`src/design/swfd_pkg.sv`:
```
// Shared constants and widths for the sensor window fault detector.
package swfd_pkg;
	localparam int WINDOW_DEFAULT = 300;
	localparam int SAMPLE_W = 12;
	localparam int READING_W = 24;
	localparam int CFG_W = 24;
	localparam int CFG_IDX_W = 3;
	localparam int S1_W = 24;
	localparam int S2_W = 36;
	localparam int MUL_W = 24;
	localparam int PROD_W = 48;
	localparam int ACC_W = 50;
	localparam int NUM_W = 54;
	localparam int DEN_W = 25;
	localparam int VAR_W = 26;

	localparam logic [CFG_IDX_W-1:0] REG_STUCK_NOISE = 3'd0;
	localparam logic [CFG_IDX_W-1:0] REG_RAIL_LOW    = 3'd1;
	localparam logic [CFG_IDX_W-1:0] REG_RAIL_HIGH   = 3'd2;
	localparam logic [CFG_IDX_W-1:0] REG_READING_MIN = 3'd3;
	localparam logic [CFG_IDX_W-1:0] REG_READING_MAX = 3'd4;
	localparam logic [CFG_IDX_W-1:0] REG_RATE_LIMIT  = 3'd5;

	typedef struct packed {
		logic start;
		logic done;
	} div_ctl_t;
endpackage

```
`src/design/swfd_div.sv`:
```
// Restoring divider, one quotient bit per cycle.
module swfd_div import swfd_pkg::*; (
	input  logic             clk,
	input  logic             arst_n,
	input  logic             start,
	input  logic [NUM_W-1:0] num,
	input  logic [DEN_W-1:0] den,
	output logic             done,
	output logic [VAR_W-1:0] quo
);
	localparam int CNT_W = $clog2(NUM_W + 1);

	logic [NUM_W-1:0] num_q;
	logic [DEN_W-1:0] rem_q;
	logic [DEN_W-1:0] den_q;
	logic [CNT_W-1:0] cnt_q;
	logic             busy_q;
	logic             done_q;
	logic [DEN_W:0]   trial;
	logic             fits;

	assign trial = {rem_q, num_q[NUM_W-1]};
	assign fits  = trial >= {1'b0, den_q};

	always_ff @(posedge clk or negedge arst_n) begin
		if (!arst_n) begin
			busy_q <= 1'b0;
			done_q <= 1'b0;
			cnt_q  <= '0;
		end else begin
			done_q <= 1'b0;
			if (start) begin
				busy_q <= 1'b1;
				cnt_q  <= '0;
			end else if (busy_q) begin
				cnt_q <= cnt_q + 1'b1;
				if (cnt_q == CNT_W'(NUM_W - 1)) begin
					busy_q <= 1'b0;
					done_q <= 1'b1;
				end
			end
		end
	end

	always_ff @(posedge clk) begin
		if (start) begin
			num_q <= num;
			den_q <= den;
			rem_q <= '0;
		end else if (busy_q) begin
			num_q <= {num_q[NUM_W-2:0], fits};
			rem_q <= fits ? DEN_W'(trial - {1'b0, den_q}) : trial[DEN_W-1:0];
		end
	end

	assign done = done_q;
	assign quo  = num_q[VAR_W-1:0];
endmodule

```
`config.mk`:
```
export PLATFORM = sky130hd
export DESIGN_NAME = swfd_div
export DESIGN_NICKNAME = d
export VERILOG_FILES = /design/src/design/swfd_pkg.sv /design/src/design/swfd_div.sv
export SDC_FILE = /design/constraint.sdc
export NUM_CORES = 1
export LEC_CHECK = 0
export BUFFER_PORTS_ARGS = -buffer_cell sky130_fd_sc_hd__buf_2
export CELL_PAD_IN_SITES_DETAIL_PLACEMENT = 0
export CELL_PAD_IN_SITES_GLOBAL_PLACEMENT = 2
export CORE_UTILIZATION = 33
export DETAILED_ROUTE_END_ITERATION = 10
export GPL_TIMING_DRIVEN = 0
export PLACE_DENSITY = 0.82
export SYNTH_ARGS = -nofsm -noshare
export SYNTH_HDL_FRONTEND = slang
export SYNTH_SLANG_ARGS = --single-unit
```
`constraint.sdc`:
```
create_clock -name clk -period 2.8 [get_ports clk]
set_input_delay 0.14 -clock clk [delete_from_list [all_inputs] [get_ports clk]]
set_output_delay 0.14 -clock clk [all_outputs]
set_load 0.05 [all_outputs]
```
==> flow_metrics.env, run 1 <==
export IMPL_max_freq_mhz=337.2
export IMPL_synthTopCellsByCount="79 x edfxtp_1, 57 x mux2_2, 40 x nor2_1"
export IMPL_tightestPinTransition_ns=0.6270
export IMPL_skew_ns=0.01140
export IMPL_power_density_mw_per_mm2=492.1
export IMPL_root_buffer="clkbuf_16"
export IMPL_synth_area_leaders="edfxtp_1 38%, mux2_2 10%, dfxtp_1 8.1%, ha_1 5.5%, dfrtp_1 3.2%"
export IMPL_hold_depth=2
export IMPL_viasPerCell=4.951
export IMPL_slew_headroom_pct=58.20
export IMPL_die_height_um=139.0
export IMPL_synth_enable_flop_cells=79
export IMPL_r2r_end="rem_q[7]"
export IMPL_die_w_um=139.0
export IMPL_crit_required_ns=3.03
export IMPL_gp_congestion=0.8198
export IMPL_synth_top_cell_area_share_pct=38.33
export IMPL_cts_tree="yes"
export IMPL_yosys_warnings=0
export IMPL_rsz0062_at_grt="yes"
export IMPL_htreeDepth=3
export IMPL_ys_flop_type="edfxtp_1"
export IMPL_period_share_pct=105.9
export IMPL_rrSetupSlack_ns=-0.17
export IMPL_dp_cells=889
export IMPL_rows=49
export IMPL_grt_start_max_net_pins=34
export IMPL_num_io_pins=109
export IMPL_slew_viol_final=0
export IMPL_syn_inst=551
export IMPL_crit_fanout=5
export IMPL_grt_first_pass_wirelength_um=25280
export IMPL_avgSynthCellArea_um2=11.23
export IMPL_crit_arrival_ns=3.19
export IMPL_final_antenna_net_count=0
export IMPL_cts_max_path_buffers=2
export IMPL_status="finished with violations"
export IMPL_dieArea_mm2=0.01931
export IMPL_stdcell_area_mm2=0.007935
export IMPL_async_reset_ff_share_pct=7.143
export IMPL_fillCellCount=1776
export IMPL_critical_path_class="reg -> reg"
export IMPL_hold_viol_final=0
export IMPL_first_pass_iters=6
export IMPL_syn_area_mm2=0.006190
export IMPL_drtIter0Drc=183
export IMPL_vias=4669
export IMPL_drive_above_1_share_pct=36.61
export IMPL_setup_viol=26
export IMPL_grt_pass1_vias=4925
export IMPL_core_mm2=0.01815
export IMPL_grtUsageTotal_pct=16.39
export IMPL_p_total_mw=3.905
export IMPL_hp_class="in -> reg"
export IMPL_ys_seq_area_share_pct=49.65
export IMPL_dp_hpwl_um=10750
export IMPL_clk_pin_slew_ns=0.08
export IMPL_post_drt_wl_per_cell_um=15.87
export IMPL_holdCritStartpoint="num[4]"
export IMPL_numCtsBuffers=9
export IMPL_drc=0
export IMPL_post_synth_top_count_cell="edfxtp_1"
export IMPL_drv_cap=0
export IMPL_layout_cells_non_filler=943
export IMPL_finalCriticalPeriod_ns=2.965
export IMPL_ys_types=61
export IMPL_reg2regPathDepth=13
export IMPL_antenna_found_initial=2
export IMPL_crit_path_end_kind="flip-flop"
export IMPL_portBuffers=108
export IMPL_rr_startpoint="num_q[53]"
export IMPL_cp_start_kind="flip-flop"
export IMPL_fin_ws_ns=-0.1652
export IMPL_synth_seq_cells=112
export IMPL_final_nets=818
export IMPL_vdd_drop_max_v=0.0003401
export IMPL_fin_setup_tns_ns=-2.116
export IMPL_placed_area_mm2=0.007037
export IMPL_violations="negative setup slack"
export IMPL_synth_top_area_cell="edfxtp_1"
export IMPL_whs_ns=0.07799
export IMPL_totalWireLength_um=14970
export IMPL_grt_overflow=0
export IMPL_initial_core_util_pct=34.11
export IMPL_clock_latency_ns=0.36
export IMPL_worst_hold_path_endpoint="num_q[4]"
export IMPL_area_delta_synth_final_pct=28.20
export IMPL_synth_nets=661
export IMPL_clock_sinks=112
export IMPL_p_leak_nw=3.392
power by group:
part | internal, mW | total (mW) | leakage [nW] | switching [mW]
combinational | 0.298 | 0.675 | 2.13 | 0.376
sequential | 1.91 | 1.95 | 1.12 | 0.0494
clock | 0.623 | 1.28 | 0.138 | 0.652
total | 2.83 | 3.90 | 3.39 | 1.08
worst max-delay path, stage by stage (launching register included):
cell and delay, ns:
edfxtp_1 0.39, inv_1 0.07, ha_2 0.18, inv_2 0.05
fa_2 0.35, a21o_1 0.20, a221oi_4 0.34, o21ai_2 0.09
a32o_2 0.26, o21ai_4 0.27, buf_12 0.15, mux2_4 0.29
mux2i_1 0.14, nor2_1 0.06
layout by cell type (no fill, tap or decap), types with 5 or more instances in the layout:
master,n
a211oi_2,5
dfrtp_1,8
buf_1,5
dfxtp_1,25
a211oi_1,13
xnor2_1,10
nor2_1,36
edfxtp_1,79
ha_1,26
buf_2,108
mux2i_1,7
and2_1,5
mux2_2,55
buf_4,32
nor2b_1,5
nand3_1,7
and3_1,5
clkbuf_1,17
a21oi_1,27
nand4_1,10
xor2_1,12
a21o_1,13
o21ai_1,6
dlygate4sd3_1,26
inv_1,32
nand2_1,21
clkbuf_16,9
a41oi_1,5
a21oi_2,5
o21ai_0,10
layer usage:
metal	part of all wire [%]	wire length, um	vias up	GRT usage (%)
li1	-	-	2322	-
met5	0	0	-	0
met3	7.0	1045	19	5.767
met2	47	7060	120	27.30
met4	1.3	188	0	4.737
met1	45	6673	2208	19.96
worst max-delay path by stage:
stage / from / end / slack [ns] / depth (start not counted)
after floorplan: num_q[53] / rem_q[24] / 0.03 / 12
after global routing: num_q[53] / rem_q[2] / -0.29 / 13
after CTS: num_q[53] / rem_q[7] / -0.14 / 13
after detailed placement: num_q[53] / rem_q[15] / -0.63 / 12
final: num_q[53] / rem_q[7] / -0.17 / 13
after global placement: start / num_q[37] / -1.17 / 6
what timing repair did:
action                                  in CTS  in global routing
hold endpoints to repair                    33                  0
buffers inserted                             9                  2
endpoints found under the setup margin      26                 59
cloned                                       1                  0
hold buffers                                26                  0
gates resized for setup                     29                 27
pin swaps                                   18                 14
metrics by stage:
step	util (%)	setup WS [ns]
after global routing	43.71	-0.2884
after floorplan	-	0.03097
after global placement	38.67	-1.174
final	43.73	-0.1652
after detailed placement	38.78	-0.6312
after CTS	42.97	-0.1431
final cells by class:
type / instances / area [um2] / area share, %
sequential: 112 / 3073 / 38.73
multi-input combinational: 349 / 2839 / 35.78
timing repair buffer: 147 / 978.4 / 12.33
buffer: 54 / 334.1 / 4.210
tap: 229 / 286.5 / 3.611
clock buffer: 9 / 225.2 / 2.838
inverter: 35 / 136.4 / 1.719
clock inverter: 7 / 60.06 / 0.7569
antenna: 1 / 2.502 / 0.03154
registers in the layout (all words and copies together) (netlist names):
| signal | flops |
|---|---|
| num_q | 54 |
| den_q | 25 |
| rem_q | 25 |
| cnt_q | 6 |
| busy_q | 1 |
| done | 1 |
logic make-up (layout without fill, tap and decap cells):
kind of cell,after synthesis,count (layout),synth area share [%]
other,0,1,0
AOI/OAI and AO/OA,123,123,13.75
adders and majority gates,28,28,5.781
DFF,112,112,49.65
and+or+nand+nor,112,112,8.753
xor gates and xnor gates,22,22,3.113
buffers and inverters,90,252,7.459
muxes,64,64,11.50
Note: power is estimated with default switching activity, not from simulation.
==> run 2: changes to the inputs <==
--- a/config.mk
+++ b/config.mk
@@ -8,6 +8,7 @@
 export BUFFER_PORTS_ARGS = -buffer_cell sky130_fd_sc_hd__buf_2
 export CELL_PAD_IN_SITES_DETAIL_PLACEMENT = 0
 export CELL_PAD_IN_SITES_GLOBAL_PLACEMENT = 2
+export CORE_ASPECT_RATIO = 0.9
 export CORE_UTILIZATION = 33
 export DETAILED_ROUTE_END_ITERATION = 10
 export GPL_TIMING_DRIVEN = 0
==> run 2 against run 1 <==
  * Maximum frequency fell by 0.87%
  * Combinational power decreased by 2%
  * Final cell count up 1.8%
  * The flow still finishes with violations (negative setup slack)
  * Largest cell class unchanged
==> flow_metrics.env, run 2 (synthesis gave the netlist of run 1 again) <==
export IMPL_mostFrequentLayoutCell="buf_2"
export IMPL_layout_common_cells="108 x buf_2, 79 x edfxtp_1, 54 x mux2_2"
export IMPL_fin_setup_tns_ns=-3.222
export IMPL_viasPerCell=4.909
export IMPL_violations="negative setup slack"
export IMPL_power_density_mw_per_mm2=492.3
export IMPL_final_antenna_net_count=0
export IMPL_grt_overflow=0
export IMPL_rows=47
export IMPL_hold_viol_final=0
export IMPL_slew_viol_final=0
export IMPL_grt_start_max_net_pins=38
export IMPL_first_pass_iters=4
export IMPL_critical_path_class="reg -> reg"
export IMPL_dp_slack_ns=-0.6590
export IMPL_whs_ns=0.07407
export IMPL_skew_ns=0.009161
export IMPL_p_leak_nw=3.411
export IMPL_drtIter0Drc=241
export IMPL_gp_congestion=0.8118
export IMPL_slew_headroom_pct=54.75
export IMPL_crit_fanout=5
export IMPL_area_delta_synth_final_pct=28.08
export IMPL_clock_latency_ns=0.36
export IMPL_top_regs="num_q x54, den_q x25, rem_q x25"
export IMPL_core_mm2=0.01841
export IMPL_crit_arrival_ns=3.22
export IMPL_stdcell_area_mm2=0.007928
export IMPL_grt_first_pass_wirelength_um=24950
export IMPL_die_height_um=131.9
export IMPL_setup_viol=26
export IMPL_final_nets=821
export IMPL_regMostFlops="num_q"
export IMPL_finalCriticalPeriod_ns=2.991
export IMPL_cts_tree="yes"
export IMPL_portBuffers=108
export IMPL_post_drt_wl_per_cell_um=15.60
export IMPL_vdd_drop_max_v=0.0003033
export IMPL_drive_above_1_share_pct=35.10
export IMPL_die_w_um=146.4
export IMPL_placed_area_mm2=0.007057
export IMPL_fin_ws_ns=-0.1911
export IMPL_max_freq_mhz=334.3
export IMPL_vias=4713
export IMPL_cp_start_kind="flip-flop"
export IMPL_dieArea_mm2=0.01931
export IMPL_fillCellCount=1786
export IMPL_rsz0062_at_grt="yes"
export IMPL_p_total_mw=3.903
export IMPL_cts_max_path_buffers=2
export IMPL_drc=0
export IMPL_clock_sinks=112
export IMPL_period_share_pct=106.8
export IMPL_drv_cap=0
export IMPL_htreeDepth=3
export IMPL_numCtsBuffers=9
export IMPL_largest_reg_flops=54
export IMPL_status="finished with violations"
export IMPL_root_buffer="clkbuf_16"
export IMPL_dp_hpwl_um=10850
export IMPL_crit_path_end_kind="flip-flop"
export IMPL_clk_pin_slew_ns=0.08
export IMPL_totalWireLength_um=14980
export IMPL_tightestPinTransition_ns=0.6787
export IMPL_grt_pass1_vias=4846
export IMPL_antenna_found_initial=3
export IMPL_grtUsageTotal_pct=16.26
export IMPL_crit_required_ns=3.03
export IMPL_diodes=0
export IMPL_num_io_pins=109
export IMPL_hp_class="in -> reg"
export IMPL_initial_core_util_pct=33.63
==> run 2: changes by cell type in the layout (fill, tap and decap cells not counted), moves of 3 or more <==
| cell | delta |
|---|---|
| a21oi_1 | +5 |
| a211oi_1 | +4 |
| a211oi_2 | -4 |
| a21oi_2 | -4 |
| buf_6 | +4 |
| nor2_1 | +3 |
| nor2_4 | -3 |
==> run 2: per-stage QoR <==
step / util, % / std cells
4_1_cts: 42.75 / 959
5_1_grt: 43.07 / 960
6_report: 43.07 / 960
3_5_place_dp: 38.34 / 905
3_3_place_gp: 38.23 / 904
2_1_floorplan: - / 551
==> run 2: power breakdown <==
part	internal, mW	total (mW)	leakage [nW]	switching (mW)
Sequential	1.91	1.96	1.12	0.0513
Clock	0.626	1.28	0.142	0.658
Combinational	0.293	0.662	2.15	0.369
==> run 2: repair_timing <==
item / 4_1_cts / 5_1_grt
pin swaps: 14 / 4
hold buffers: 26 / 0
endpoints found under the hold margin: 33 / 0
gates cloned: 1 / 0
buffers inserted: 12 / 2
resized for setup: 33 / 11
setup endpoints to repair: 26 / 26
==> run 2: layout make-up <==
| type | instances | area (um2) | share of cell area, % |
|---|---|---|---|
| tap | 245 | 306.5 | 3.867 |
| inverter | 35 | 143.9 | 1.815 |
| multi-input combinational | 349 | 2760 | 34.82 |
| clock buffer | 9 | 225.2 | 2.841 |
| sequential | 112 | 3073 | 38.76 |
| timing repair buffer | 150 | 1023 | 12.91 |
| clock inverter | 6 | 62.56 | 0.7891 |
| buffer | 54 | 332.8 | 4.198 |
==> run 2: final timing paths <==
check | start | end | slack, ns | cells after the start
setup / recovery | num_q[53] | rem_q[2] | -0.19 | 14
hold / removal | num[3] | num_q[3] | 0.07 | 2
setup reg to reg | num_q[53] | rem_q[2] | -0.19 | 14
hold reg to reg | rem_q[9] | rem_q[9] | 0.51 | 2
max in group asynchronous | arst_n | cnt_q[1] | 2.47 | 2
min in group asynchronous | arst_n | busy_q | 0.16 | 2
==> run 2: layer usage <==
layer | track usage (%) | wire, um
met2 | 25.63 | 6827
met5 | 0 | 10
met4 | 4.340 | 201
met3 | 5.467 | 1189
met1 | 21.29 | 6746
==> run 2: worst max-delay path, cell delays in order (launching register included) <==
cell	delay [ns]
edfxtp_1	0.40
inv_1	0.08
ha_2	0.18
inv_2	0.04
fa_2	0.35
a21o_1	0.20
a221oi_4	0.35
o21ai_1	0.10
a32o_2	0.28
o21ai_4	0.17
buf_12	0.14
buf_6	0.10
mux2_4	0.29
mux2i_1	0.13
nor2_1	0.05
==> run 3: changes to the inputs <==
--- a/config.mk
+++ b/config.mk
@@ -9,10 +9,11 @@
 export CELL_PAD_IN_SITES_DETAIL_PLACEMENT = 0
 export CELL_PAD_IN_SITES_GLOBAL_PLACEMENT = 2
 export CORE_ASPECT_RATIO = 0.9
-export CORE_UTILIZATION = 33
+export CORE_UTILIZATION = 34
+export CTS_BUF_LIST = sky130_fd_sc_hd__clkbuf_2 sky130_fd_sc_hd__clkbuf_4 sky130_fd_sc_hd__clkbuf_8
 export DETAILED_ROUTE_END_ITERATION = 10
 export GPL_TIMING_DRIVEN = 0
-export PLACE_DENSITY = 0.82
+export PLACE_DENSITY = 0.84
 export SYNTH_ARGS = -nofsm -noshare
 export SYNTH_HDL_FRONTEND = slang
 export SYNTH_SLANG_ARGS = --single-unit
==> run 3 against run 2 <==
  * The flow still finishes with violations (negative setup slack)
  * Final cell count decreased by 0.83%
  * Largest power group unchanged
  * Register-to-register slack improved by 0.08 ns
  * Worst setup slack better by 0.084 ns
  * Sequential share of layout area is 0.31 points higher
  * Clock-buffer cell count stayed put
  * Global-route usage up 0.86 points
==> flow_metrics.env, run 3 (synthesis gave the netlist of run 1 again) <==
export IMPL_final_antenna_net_count=0
export IMPL_post_drt_wl_per_cell_um=15.76
export IMPL_grt_pass1_vias=4822
export IMPL_cts_tree="yes"
export IMPL_finalCriticalPeriod_ns=2.907
export IMPL_sw_frac_of_total_pct=28.43
export IMPL_totalWireLength_um=15000
export IMPL_grt_start_max_net_pins=47
export IMPL_grt_overflow=0
export IMPL_skew_ns=0.01256
export IMPL_drc=0
export IMPL_numCtsBuffers=9
export IMPL_portBuffers=108
export IMPL_root_buffer="clkbuf_8"
export IMPL_rows=46
export IMPL_whs_ns=0.03482
export IMPL_vias=4719
export IMPL_drive_above_1_share_pct=36.66
export IMPL_top_regs="num_q x54, den_q x25, rem_q x25"
export IMPL_status="finished with violations"
export IMPL_fillCellCount=1742
export IMPL_max_freq_mhz=344.0
export IMPL_cts_max_path_buffers=2
export IMPL_dp_hpwl_um=10890
export IMPL_comb_power_share_pct=18.1
export IMPL_dp_slack_ns=-0.6708
export IMPL_area_delta_synth_final_pct=27.05
export IMPL_hold_viol_final=0
export IMPL_clk_pin_slew_ns=0.12
export IMPL_diodes=0
export IMPL_fin_ws_ns=-0.1074
export IMPL_mostFrequentLayoutCell="buf_2"
export IMPL_tightestPinTransition_ns=0.8106
export IMPL_p_int_mw=2.644
export IMPL_rsz0062_at_grt="yes"
export IMPL_setup_viol=20
export IMPL_pwr_share_clk_pct=29.0
export IMPL_grt_first_pass_wirelength_um=24590
export IMPL_crit_arrival_ns=3.16
export IMPL_critical_path_class="reg -> reg"
export IMPL_drtIter0Drc=257
export IMPL_cp_start_kind="flip-flop"
export IMPL_layout_common_cells="109 x buf_2, 79 x edfxtp_1, 56 x mux2_2"
export IMPL_period_share_pct=103.8
export IMPL_core_mm2=0.01773
export IMPL_hp_class="in -> reg"
export IMPL_initial_core_util_pct=34.92
export IMPL_p_leak_nw=3.348
export IMPL_first_pass_iters=4
export IMPL_crit_path_end_kind="flip-flop"
export IMPL_grtUsageTotal_pct=17.12
export IMPL_vdd_drop_max_v=0.0003361
export IMPL_antenna_found_initial=1
export IMPL_slew_headroom_pct=45.96
export IMPL_slew_viol_final=0
export IMPL_clock_latency_ns=0.39
export IMPL_htreeDepth=3
export IMPL_regMostFlops="num_q"
export IMPL_num_io_pins=109
export IMPL_dieArea_mm2=0.01875
export IMPL_viasPerCell=4.957
export IMPL_gp_congestion=0.8144
export IMPL_pwr_share_seq_pct=53.0
export IMPL_clock_sinks=112
export IMPL_final_nets=817
export IMPL_die_w_um=144.2
export IMPL_power_density_mw_per_mm2=469.8
export IMPL_die_height_um=130
export IMPL_power_switching_mw=1.050
export IMPL_crit_required_ns=3.05
export IMPL_largest_reg_flops=54
export IMPL_drv_cap=0
export IMPL_crit_fanout=7
export IMPL_violations="negative setup slack"
[run 3: cell count changes in the layout (fill, tap and decap cells not counted), sizes merged]
cell / delta
bufinv: +1
buf: -3
inv: +2
clkbuf: -1
clkinv: -2
[run 3: layout make-up]
type                       instances  area [um2]  area share [%]
clock buffer                       9       123.9           1.575
buffer                            55       345.3           4.391
sequential                       112        3073           39.08
multi-input combinational        349        2844           36.17
clock inverter                     7       92.59           1.177
inverter                          35       138.9           1.766
timing repair buffer             145       945.9           12.03
tap                              240       300.3           3.819
[run 3: what timing repair did]
| action | in CTS | in global routing |
|---|---|---|
| endpoints found under the setup margin | 26 | 26 |
| pin swaps | 20 | 14 |
| resized for setup | 31 | 18 |
| endpoints found under the hold margin | 33 | 0 |
| buffers inserted | 6 | 4 |
| gates cloned | 1 | 0 |
| hold buffers | 26 | 0 |
[run 3: critical path, cell delays in order, from the launching register on]
cell and delay [ns]:
edfxtp_1 0.41, inv_1 0.08, ha_2 0.19, inv_2 0.04, fa_2 0.34, a21o_1 0.21, a221oi_4 0.35, o21ai_1 0.09
a32o_2 0.26, o21ai_4 0.14, buf_12 0.15, buf_12 0.12, buf_12 0.12, mux2i_1 0.19, a211oi_1 0.08
[run 3: worst paths after layout]
kind                       cells after the start   endpoint  slack [ns]       from
min in group asynchronous                      2       done        0.11     arst_n
max reg2reg                                   14   rem_q[9]       -0.11  num_q[53]
min reg2reg                                    2  rem_q[12]        0.51  rem_q[12]
max in group asynchronous                      2   cnt_q[0]        2.52     arst_n
max                                           14   rem_q[9]       -0.11  num_q[53]
min                                            2  num_q[19]        0.03    num[19]
[run 3: routing by layer]
layer / GRT usage, % / vias up / wire length (um)
met1: 21.64 / 2275 / 6924
met3: 6.826 / 19 / 1092
li1: - / 2309 / -
met2: 27.25 / 116 / 6769
met4: 4.396 / 0 / 217
met5: 0 / - / 0
[run 3: power groups by stage]
stage          combinational, mW  clock [mW]  sequential [mW]
6_report                   0.668        1.07             1.96
5_1_grt                    0.728        1.17             1.97
4_1_cts                    0.660        1.11             1.96
3_5_place_dp               0.619           0             1.99
3_3_place_gp               0.608           0             1.99
2_1_floorplan              0.458           0             1.97
[run 3: through the flow]
stage	util, %	std cells	power [mW]	cell area (um2)	setup TNS (ns)
floorplan	-	551	2.431	6190	0
global placement	39.66	899	2.597	7030	-70.00
detailed placement	39.77	900	2.613	7051	-18.29
CTS	43.70	949	3.730	7747	-2.042
global route	44.36	952	3.870	7864	-4.882
finish	44.36	952	3.694	7864	-1.236
